**src/rtl/core/kvt_pkg.sv**
```systemverilog
`default_nettype none

package kvt_pkg;

	// Field widths fixed by the request and result words
	localparam int KEY_W       = 32;
	localparam int VALUE_W     = 32;
	localparam int OP_W        = 2;
	localparam int STATUS_W    = 2;
	localparam int COUNT_OUT_W = 5;

	// Default table depth
	localparam int DEFAULT_CAPACITY = 16;

	// Operation codes
	localparam logic [OP_W-1:0] OP_INSERT = 2'd0;
	localparam logic [OP_W-1:0] OP_DELETE = 2'd1;
	localparam logic [OP_W-1:0] OP_ACCESS = 2'd2;
	localparam logic [OP_W-1:0] OP_ASSIGN = 2'd3;

	// Status codes
	localparam logic [STATUS_W-1:0] ST_DONE     = 2'd0;
	localparam logic [STATUS_W-1:0] ST_NOEFFECT = 2'd1;
	localparam logic [STATUS_W-1:0] ST_FULL     = 2'd2;

	// Update command from the control path to the table
	typedef struct packed {
		logic               set_valid;
		logic               clear_valid;
		logic               write_key;
		logic               write_value;
		logic [KEY_W-1:0]   key;
		logic [VALUE_W-1:0] value;
	} upd_t;

	// Lookup result from the table to the control path
	typedef struct packed {
		logic               hit;
		logic               full;
		logic [VALUE_W-1:0] value;
	} look_t;

endpackage

`default_nettype wire

```
**src/rtl/core/kvt_cam.sv**
```systemverilog
`default_nettype none

module kvt_cam #(
	parameter int CAPACITY = kvt_pkg::DEFAULT_CAPACITY,
	localparam int CNT_W = $clog2(CAPACITY + 1)
) (
	input  wire logic                       clk,
	input  wire logic                       arst_n,
	input  wire logic [kvt_pkg::KEY_W-1:0]  key,
	output kvt_pkg::look_t                  look,
	output logic      [CAPACITY-1:0]        match,
	output logic      [CAPACITY-1:0]        free_sel,
	input  wire logic                       upd_en,
	input  wire kvt_pkg::upd_t              upd,
	input  wire logic [CAPACITY-1:0]        slot_sel,
	output logic      [CNT_W-1:0]           count_nxt
);

	logic [kvt_pkg::KEY_W-1:0]   key_q   [CAPACITY];
	logic [kvt_pkg::VALUE_W-1:0] value_q [CAPACITY];
	logic [CAPACITY-1:0]         valid_q;
	logic [CNT_W-1:0]            count_q;

	// Compare all occupied entries against the key
	always_comb begin
		for (int i = 0; i < CAPACITY; i++) begin
			match[i] = valid_q[i] && (key_q[i] == key);
		end
	end

	// Select the stored value of the matching entry (keys are unique)
	always_comb begin
		look.hit   = |match;
		look.full  = &valid_q;
		look.value = '0;
		for (int i = 0; i < CAPACITY; i++) begin
			look.value = look.value | (value_q[i] & {kvt_pkg::VALUE_W{match[i]}});
		end
	end

	// Lowest free entry as a one-hot vector
	assign free_sel = ~valid_q & (valid_q + CAPACITY'(1));

	// Entry count after the pending update
	always_comb begin
		count_nxt = count_q;
		if (upd_en && upd.set_valid) begin
			count_nxt = count_q + CNT_W'(1);
		end else if (upd_en && upd.clear_valid) begin
			count_nxt = count_q - CNT_W'(1);
		end
	end

	// Occupancy flags and count
	always_ff @(posedge clk or negedge arst_n) begin
		if (!arst_n) begin
			valid_q <= '0;
			count_q <= '0;
		end else if (upd_en) begin
			count_q <= count_nxt;
			for (int i = 0; i < CAPACITY; i++) begin
				if (slot_sel[i] && upd.set_valid) begin
					valid_q[i] <= 1'b1;
				end else if (slot_sel[i] && upd.clear_valid) begin
					valid_q[i] <= 1'b0;
				end
			end
		end
	end

	// Key and value storage
	always_ff @(posedge clk) begin
		if (upd_en) begin
			for (int i = 0; i < CAPACITY; i++) begin
				if (slot_sel[i] && upd.write_key) begin
					key_q[i] <= upd.key;
				end
				if (slot_sel[i] && upd.write_value) begin
					value_q[i] <= upd.value;
				end
			end
		end
	end

	a_count_tracks_valid: assert property (@(posedge clk) disable iff (!arst_n)
		CNT_W'($countones(valid_q)) == count_q)
		else $error("entry count differs from occupied entries");

	a_unique_match: assert property (@(posedge clk) disable iff (!arst_n)
		$onehot0(match))
		else $error("key matches more than one entry");

	a_slot_onehot: assert property (@(posedge clk) disable iff (!arst_n)
		upd_en && (upd.set_valid || upd.clear_valid) |-> $onehot(slot_sel))
		else $error("update targets not exactly one entry");

	a_set_into_free: assert property (@(posedge clk) disable iff (!arst_n)
		upd_en && upd.set_valid |-> (slot_sel & valid_q) == '0)
		else $error("new pair placed on an occupied entry");

endmodule

`default_nettype wire

```
**src/rtl/core/key_value_table.sv**
```systemverilog
// Flow: an accepted request word is loaded into the request register and its result word
//   into the result register. Throughput: one request per cycle while the result word is
//   taken or the result register is empty; the parallel compare of all entries and the
//   update of the table complete between the request register and the result register.
// Reset: arst_n clears the occupancy flags, the entry count and both valid flags;
//   key and value storage keep their contents and are read only when occupied.
`default_nettype none

module key_value_table #(
	parameter int CAPACITY = kvt_pkg::DEFAULT_CAPACITY
) (
	input  wire logic        clk,
	input  wire logic        arst_n,
	input  wire logic        s_tvalid,
	output logic             s_tready,
	input  wire logic [63:0] s_tdata,  // lookup_key[31:0], data_value[63:32]
	input  wire logic [1:0]  s_tuser,  // operation[1:0]
	output logic             m_tvalid,
	input  wire logic        m_tready,
	output logic      [39:0] m_tdata,  // read_value[31:0], entry_count[36:32], zero[39:37]
	output logic      [2:0]  m_tuser   // hit[0], status[2:1]
);

	localparam int CNT_W = $clog2(CAPACITY + 1);
	localparam int EXT_W = (CNT_W > kvt_pkg::COUNT_OUT_W) ? CNT_W : kvt_pkg::COUNT_OUT_W;

	// Request register
	logic                          valid_s1;
	logic [kvt_pkg::OP_W-1:0]      op_s1;
	logic [kvt_pkg::KEY_W-1:0]     key_s1;
	logic [kvt_pkg::VALUE_W-1:0]   data_s1;

	// Result register
	logic                          valid_s2;
	logic                          hit_s2;
	logic [kvt_pkg::VALUE_W-1:0]   value_s2;
	logic [kvt_pkg::COUNT_OUT_W-1:0] count_s2;
	logic [kvt_pkg::STATUS_W-1:0]  status_s2;

	kvt_pkg::look_t                look;
	kvt_pkg::upd_t                 upd;
	logic [CAPACITY-1:0]           match;
	logic [CAPACITY-1:0]           free_sel;
	logic [CAPACITY-1:0]           slot_sel;
	logic [CNT_W-1:0]              count_nxt;
	logic [EXT_W-1:0]              count_ext;
	logic                          advance;
	logic [kvt_pkg::VALUE_W-1:0]   rd_value;
	logic [kvt_pkg::STATUS_W-1:0]  status;

	assign advance  = valid_s1 && (!valid_s2 || m_tready);
	assign s_tready = !valid_s1 || advance;

	// Load the request word
	always_ff @(posedge clk or negedge arst_n) begin
		if (!arst_n) begin
			valid_s1 <= 1'b0;
		end else if (s_tready) begin
			valid_s1 <= s_tvalid;
		end
	end

	always_ff @(posedge clk) begin
		if (s_tvalid && s_tready) begin
			op_s1   <= s_tuser;
			key_s1  <= s_tdata[31:0];
			data_s1 <= s_tdata[63:32];
		end
	end

	kvt_cam #(
		.CAPACITY (CAPACITY)
	) u_cam (
		.clk       (clk),
		.arst_n    (arst_n),
		.key       (key_s1),
		.look      (look),
		.match     (match),
		.free_sel  (free_sel),
		.upd_en    (advance),
		.upd       (upd),
		.slot_sel  (slot_sel),
		.count_nxt (count_nxt)
	);

	// Decide the table update and the result of the request
	always_comb begin
		upd.set_valid   = 1'b0;
		upd.clear_valid = 1'b0;
		upd.write_key   = 1'b0;
		upd.write_value = 1'b0;
		upd.key         = key_s1;
		upd.value       = data_s1;
		rd_value        = '0;
		status          = kvt_pkg::ST_DONE;
		slot_sel        = look.hit ? match : free_sel;
		if (op_s1 == kvt_pkg::OP_DELETE) begin
			if (look.hit) begin
				upd.clear_valid = 1'b1;
			end else begin
				status = kvt_pkg::ST_NOEFFECT;
			end
		end else if (look.hit) begin
			rd_value = look.value;
			if (op_s1 == kvt_pkg::OP_INSERT) begin
				status = kvt_pkg::ST_NOEFFECT;
			end else if (op_s1 == kvt_pkg::OP_ASSIGN) begin
				upd.write_value = 1'b1;
				rd_value        = data_s1;
			end
		end else if (look.full) begin
			status = kvt_pkg::ST_FULL;
		end else begin
			// Create the pair; access starts it at zero
			upd.set_valid   = 1'b1;
			upd.write_key   = 1'b1;
			upd.write_value = 1'b1;
			if (op_s1 == kvt_pkg::OP_ACCESS) begin
				upd.value = '0;
			end
			rd_value = upd.value;
		end
	end

	assign count_ext = EXT_W'(count_nxt);

	// Hold the result word until taken
	always_ff @(posedge clk or negedge arst_n) begin
		if (!arst_n) begin
			valid_s2 <= 1'b0;
		end else if (advance) begin
			valid_s2 <= 1'b1;
		end else if (m_tready) begin
			valid_s2 <= 1'b0;
		end
	end

	always_ff @(posedge clk) begin
		if (advance) begin
			hit_s2    <= look.hit;
			value_s2  <= rd_value;
			count_s2  <= count_ext[kvt_pkg::COUNT_OUT_W-1:0];
			status_s2 <= status;
		end
	end

	assign m_tvalid = valid_s2;
	assign m_tdata  = {3'b000, count_s2, value_s2};
	assign m_tuser  = {status_s2, hit_s2};

	a_full_is_miss: assert property (@(posedge clk) disable iff (!arst_n)
		m_tvalid && (status_s2 == kvt_pkg::ST_FULL) |-> !hit_s2 && (value_s2 == '0))
		else $error("refused creation reported with a hit or a value");

	a_absent_delete_zero: assert property (@(posedge clk) disable iff (!arst_n)
		m_tvalid && (status_s2 == kvt_pkg::ST_NOEFFECT) && !hit_s2 |-> value_s2 == '0)
		else $error("absent delete reported a value");

	a_result_held: assert property (@(posedge clk) disable iff (!arst_n)
		m_tvalid && !m_tready |=> m_tvalid && $stable(m_tdata) && $stable(m_tuser))
		else $error("result word changed while waiting");

endmodule

`default_nettype wire
```
**config.mk**
```make
export PLATFORM = sky130hd
export DESIGN_NAME = key_value_table
export DESIGN_NICKNAME = d
export VERILOG_FILES = /design/src/rtl/core/kvt_pkg.sv /design/src/rtl/core/kvt_cam.sv /design/src/rtl/core/key_value_table.sv
export SDC_FILE = /design/constraint.sdc
export NUM_CORES = 1
export LEC_CHECK = 0
export ABC_AREA = 0
export BUFFER_PORTS_ARGS = -buffer_cell sky130_fd_sc_hd__buf_2
export CAP_MARGIN = 20
export CORE_MARGIN = 1
export CORE_UTILIZATION = 50
export DETAILED_ROUTE_END_ITERATION = 10
export GPL_TIMING_DRIVEN = 0
export PLACE_DENSITY = 0.63
export SYNTH_ARGS = -nofsm -noshare
export SYNTH_HDL_FRONTEND = slang
export SYNTH_HIERARCHICAL = 1
export SYNTH_SLANG_ARGS = --single-unit
export TNS_END_PERCENT = 1
```
**constraint.sdc**
```tcl
create_clock -name clk -period 10.4 [get_ports clk]
set_input_delay 0.52 -clock clk [delete_from_list [all_inputs] [get_ports clk]]
set_output_delay 0.52 -clock clk [all_outputs]
set_load 0.01 [all_outputs]
```
* Word level (Yosys, flattened, before mapping)
Memories as Yosys holds them, arrays and structs flattened. Index checks and enable logic that the tools add are counted.
Cells by class: order comparisons 0, reductions and logical operators 139, shifts and indexed selects 0, bitwise gates (word level) 33, add/subtract/negate cells 3, muxes and demuxes 202, multipliers 0, div/mod/pow operators 0, equal/unequal tests 19
Operators by type and width (number):
- 32-bit 2-to-1 mux | 23
- 32-bit bitwise AND | 16
- 32-bit == test | 16
- 32-bit OR | 15
- 32-bit OR reduction | 15
- 1-bit 2-to-1 mux | 156
- 1-bit logical AND | 84
- 4-bit 2-to-1 mux | 15
- 2-bit nonzero test | 17
- 2-bit AND reduction | 16
- 16-bit by 1-bit adder with 16-bit output, second input constant | 1
- 16-bit bitwise AND | 1
- 16-bit 2-to-1 mux | 1
- 16-bit NOT | 1
- 16-bit AND reduction | 1
- 16-bit OR reduction | 1
- 2-bit 2-to-1 mux | 5
- 5-bit 2-to-1 mux | 2
- 5-bit by 1-bit adder with 5-bit output, second input constant | 1
- 5-bit by 1-bit subtractor with 5-bit output, second input constant | 1
- 2-bit == test, second input constant | 2
- 2-bit by 1-bit == test with 1-bit output, second input constant | 1
- 1-bit zero test | 2
- 2-bit zero test | 1
- 1-bit logical OR | 2
Storage, ports and cells: bits in registers 129, word-level logic and storage cells 424, latch bits 0, memories kept 2, bits in writable memories 1024, output and inout port bits 45, memory bits (read-only) 0, bits of input ports 70
Memory list:
- u_cam.key_q | words 16, bits a word 32, read ports 16, clocked after memory_dff 0, wr ports 1, RTL line kvt_cam.sv:19 | logic [kvt_pkg::KEY_W-1:0] key_q [CAPACITY];
- u_cam.value_q | words 16, bits a word 32, read ports 16, clocked after memory_dff 0, wr ports 16, RTL line kvt_cam.sv:20 | logic [kvt_pkg::VALUE_W-1:0] value_q [CAPACITY];

* Depth between registers and ports, before layout
An unclocked memory read counts as a cell.
depth in word-level cells 26, depth in mapped cells 18

* Modules after synthesis
Netlist, hierarchy kept.
By module, submodules not included:
- kvt_cam | instances 1, seq. area each 31275.0 sq um, area an instance 46632.2 sq um, cells each 3619
- key_value_table | instances 1, seq. area each 3233.1 sq um, area an instance 4140.2 sq um, cells each 224

* Least setup slack after synthesis
OpenSTA, ideal clock, no wires.
kind register -> register, from register key_s1[2] (netlist bit), to memory u_cam/key_q[0][192] (netlist bit), enable pin, clock period less this slack 4996 ps, path slack 5404 ps, buffers on the path 5, library setup time 392 ps, arrival time 4603 ps, stages on the path, launching flop included 14, data required time 10008 ps, cell sequence edfxtp_1 buf_4 nand2b_1 o2111a_1 and3_1 clkbuf_1 and2_1 a2111o_1 or4_1 buf_2 buf_2 nor3_1 clkbuf_1 and3_1
RTL lines:
- start: declaration | RTL line key_value_table.sv:30 | logic [kvt_pkg::KEY_W-1:0] key_s1;
- start signal: assignment | RTL line key_value_table.sv:66 | key_s1 <= s_tdata[31:0];
- end: declaration | RTL line kvt_cam.sv:19

==> summary.txt <==
GRT
  • Total track usage: 0.3173
  • Largest net degree at the start of global routing: 40
  • Initial antenna violation count: 9
  • First-pass GRT wire length: 227900 µm
  • Vias in the first global route: 31300
  • Total grt overflow: 0

Setup path
  • Arrival time worst endpoint: 7810 ps
  • Critical path type: register to register
  • CP Capture Type: register
  • Worst-path maximum fanout: 32
  • FF-to-FF path depth: 14
  • R2r setup slk: 2900 ps
  • Required @ worst endpoint: 10720 ps
  • Nature of the critical path startpoint: register
  • Worst r2r src: key_s1[4]$_DFFE_PP_
  • RR Endpoint: u_cam/value_q[1][27]$_DFFE_PP_

STA
  • Max Fclk: 133.4 MHz
  • Hold violation total from the final report: 0
  • Min setup slack post-route: 2903 ps
  • RSZ-0062 raised after global routing: false
  • TNS Setup: 0 ps
  • Worst slew pin tran: 1247 ps
  • Slew Limit Fails: 0
  • Clock period minus worst slack: 7497 ps
  • Slew HR: 0.1608
  • Endpoints failing setup: 0
  • Crit share post-route: 0.7208
  • Post-route clock skew: 41.56 ps

Clock tree
  • CTS tree: built
  • CTS resizes: 0
  • Num CTS Buffers: 120
  • CTS clk-pin slew, worst paths: 60 ps
  • Clock latency on the worst-skew pair: 730 ps
  • CTS Buffer Depth: 3
  • Htree depth: 3
  • Root Buffer: clkbuf_16
  • Clock tree sinks: 1153
  • Post-CTS Setup Inserts: 0

Floorplan
  • Core footprint: 0.1003 mm²
  • Die X: 320.7 µm
  • IO Count: 115
  • Initial core utilization: 0.5063
  • Row count: 116
  • Die Area: 0.1028 mm²
  • Die Ht: 320.7 µm

Power and ir drop
  • Pwr Density: 183.8 mW/mm²
  • Sw Ratio: 0.2406
  • Internal: 8222 µW
  • Worst vdd ir: 0.1405 mV
  • Logic pwr share: 0.093
  • Flop pwr share: 0.516
  • Clock power frac: 0.392
  • Leakage: 0.02054 µW
  • Switching pwr: 2605 µW

Logic synthesis
  • Top-count cell post-synth: edfxtp_1
  • Most common library cells after synthesis: edfxtp_1 (1130), nand4_1 (485), xnor2_1 (477), nor2_1 (409), inv_1 (406)
  • Register area share after synthesis: 0.6797
  • Post-Synthesis Cells: 3843
  • Top_reg_cell synth: edfxtp_1
  • YS warnings: 6
  • Synth Cell Area: 0.05077 mm²
  • Synth async-reset ratio: 0.01995
  • Synth area leaders: edfxtp_1 (67%), xnor2_1 (8.2%), nand4_1 (6.0%)
  • Post-synth top area share: 0.6683
  • Post-synthesis cell type count: 53
  • Synthesis-stage register bit count: 1153
  • Average cell area after synthesis: 13.21 µm²
  • Synth area leader: edfxtp_1
  • Post-synth EDFFs: 1130

Layout
  • Final nets: 4291
  • Fill count: 7922
  • Ratio of cells with drive above 1 in the final layout: 0.1282
  • Final cell utilization of the core: 0.5873
  • Non-filler cells in the finished layout: 5675
  • Syn-to-layout area delta: 16.02%

Routing
  • DRC: 0
  • Detail Route Antenna Nets: 0
  • Number of DRC markers in iteration 0: 4783
  • Router iterations before antenna repair: 6
  • Vias per cell: 5.964
  • Routed vias: 33850
  • Final wirelength: 164300 µm
  • Drt wl/cell: 28.96 µm

Hold path
  • Endpoint, Worst Hold: m_tvalid$_DFFE_PN0P_
  • HP Class: input pin to register
  • Min-Delay Path Depth: 3
  • HP Start: m_tready

Placed design
  • GP Congestion: 0.9398
  • Final HPWL from detailed placement: 108200 µm
  • Dpl cells: 5380
  • Place WS: 3207 ps
  • Port bufs: 111

Run status
  • Outcome: finished, final reports clean

Run
  • Max Cap Viol: 0
-- state kept, by name, indices dropped and copies added, names as in the netlist --
register and cells:
value_s2 32, u_cam/key_q 512, op_s1 2, m_tvalid 1, data_s1 32, u_cam/value_q 512
u_cam/valid_q 16, key_s1 32, status_s2 2, u_cam/count_q 5, hit_s2 1, count_s2 5
valid_s1 1
-- worst max-delay path: stages, from the launching register on --
cell,delay [ps]
edfxtp_1,1060
buf_4,410
buf_6,260
xnor2_1,100
nand3_1,750
nor3_1,250
and3_1,300
a2111o_1,280
or4_1,690
nor2b_1,200
clkbuf_1,370
clkbuf_1,400
nor3_1,650
clkbuf_1,430
and3_2,890
-- layout by cell type, fill, tap and decap left out, types with 5 or more instances in the layout --
cell type and count:
buf_1 12, dfrtp_1 23, buf_2 146, nor2b_2 23, a22oi_1 5, buf_8 14
buf_16 10, dlygate4sd3_1 68, nand2_1 103, and2_1 7, inv_1 406, nand2b_1 11
clkinv_1 24, clkbuf_1 185, and3_1 20, nor2b_1 14, nor2_1 409, and3_2 32
buf_4 43, edfxtp_1 1130, clkbuf_16 124, nor4_4 13, or4_1 33, bufinv_16 12
nor3_1 16, buf_12 17, nor4_1 10, nand3_1 82, xnor2_1 477, clkinv_2 20
xor2_1 22, mux2_2 16, a22o_1 49, buf_6 59, nand4_1 485, o2111ai_1 129
o21ai_0 8
-- power by group through the flow --
stage                     sequential (µW)  combinational, µW  clock, µW
after global placement               5700                876          0
after global routing                 5600               1060       4460
final                                5580               1000       4240
after floorplan                      5620                562          0
after CTS                            5580                979       4290
after detailed placement             5680                955          0
-- final cells by class --
| cell class | instances | area, µm² | share of cell area |
|---|---|---|---|
| flip-flops and latches | 1153 | 34510 | 0.5858 |
| inverters | 406 | 1524 | 0.02587 |
| multi-input cells | 2015 | 13490 | 0.2290 |
| plain buffers | 271 | 1513 | 0.02568 |
| clock inverters | 62 | 606.8 | 0.01030 |
| clock buffers | 156 | 3223 | 0.05472 |
| diodes | 3 | 7.507 | 0.0001274 |
| repair buffers | 252 | 2336 | 0.03966 |
| well taps | 1357 | 1698 | 0.02882 |
-- routing by layer --
layer | global-route usage | routed length, µm | vias to the layer above
met2 | 0.4925 | 74510 | 1984
li1 | - | - | 14750
met1 | 0.4303 | 64720 | 16750
met4 | 0.1413 | 7843 | 2
met3 | 0.06775 | 17250 | 359
met5 | 0 | 11 | -
-- per-stage QoR --
stage	power, µW	hold slack [ps]	cell area (µm²)
2_1_floorplan	6180	224.4	50780
3_3_place_gp	6576	463.0	53030
3_5_place_dp	6636	485.8	54300
4_1_cts	10850	96.38	58810
5_1_grt	11110	127.0	58900
6_report	10830	124.3	58900
-- kinds of logic (layout without fill, tap and decap cells) --
family,after synthesis,after routing,share of synthesized area
other,1,6,0.00007386
muxes,17,17,0.003746
buffers and inverters,677,1147,0.05981
xor gates and xnor gates,500,500,0.08640
and+or+nand+nor,1288,1288,0.1348
adders and majority gates,2,2,0.0004928
AOI/OAI and AO/OA,205,205,0.03499
DFF,1153,1153,0.6797
-- how the worst max path moves through the flow --
stage | start | to | slack (ps) | depth (start not counted)
floorplan | key_s1[2]$_DFFE_PP_ | u_cam/key_q[0][192]$_DFFE_PP_ | 5400 | 13
global placement | key_s1[0]$_DFFE_PP_ | u_cam/value_q[0][205]$_DFFE_PP_ | 1010 | 14
detailed placement | key_s1[13]$_DFFE_PP_ | u_cam/value_q[1][200]$_DFFE_PP_ | 3210 | 14
CTS | key_s1[13]$_DFFE_PP_ | u_cam/value_q[1][193]$_DFFE_PP_ | 3170 | 14
global route | key_s1[13]$_DFFE_PP_ | u_cam/value_q[1][193]$_DFFE_PP_ | 2870 | 14
finish | key_s1[4]$_DFFE_PP_ | u_cam/value_q[1][27]$_DFFE_PP_ | 2900 | 14
-- timing repair --
item,4_1_cts,5_1_grt
hold endpoints to repair,90,0
hold buffers,68,0
setup endpoints to repair,0,0
Power figures use the tool's default switching activity.
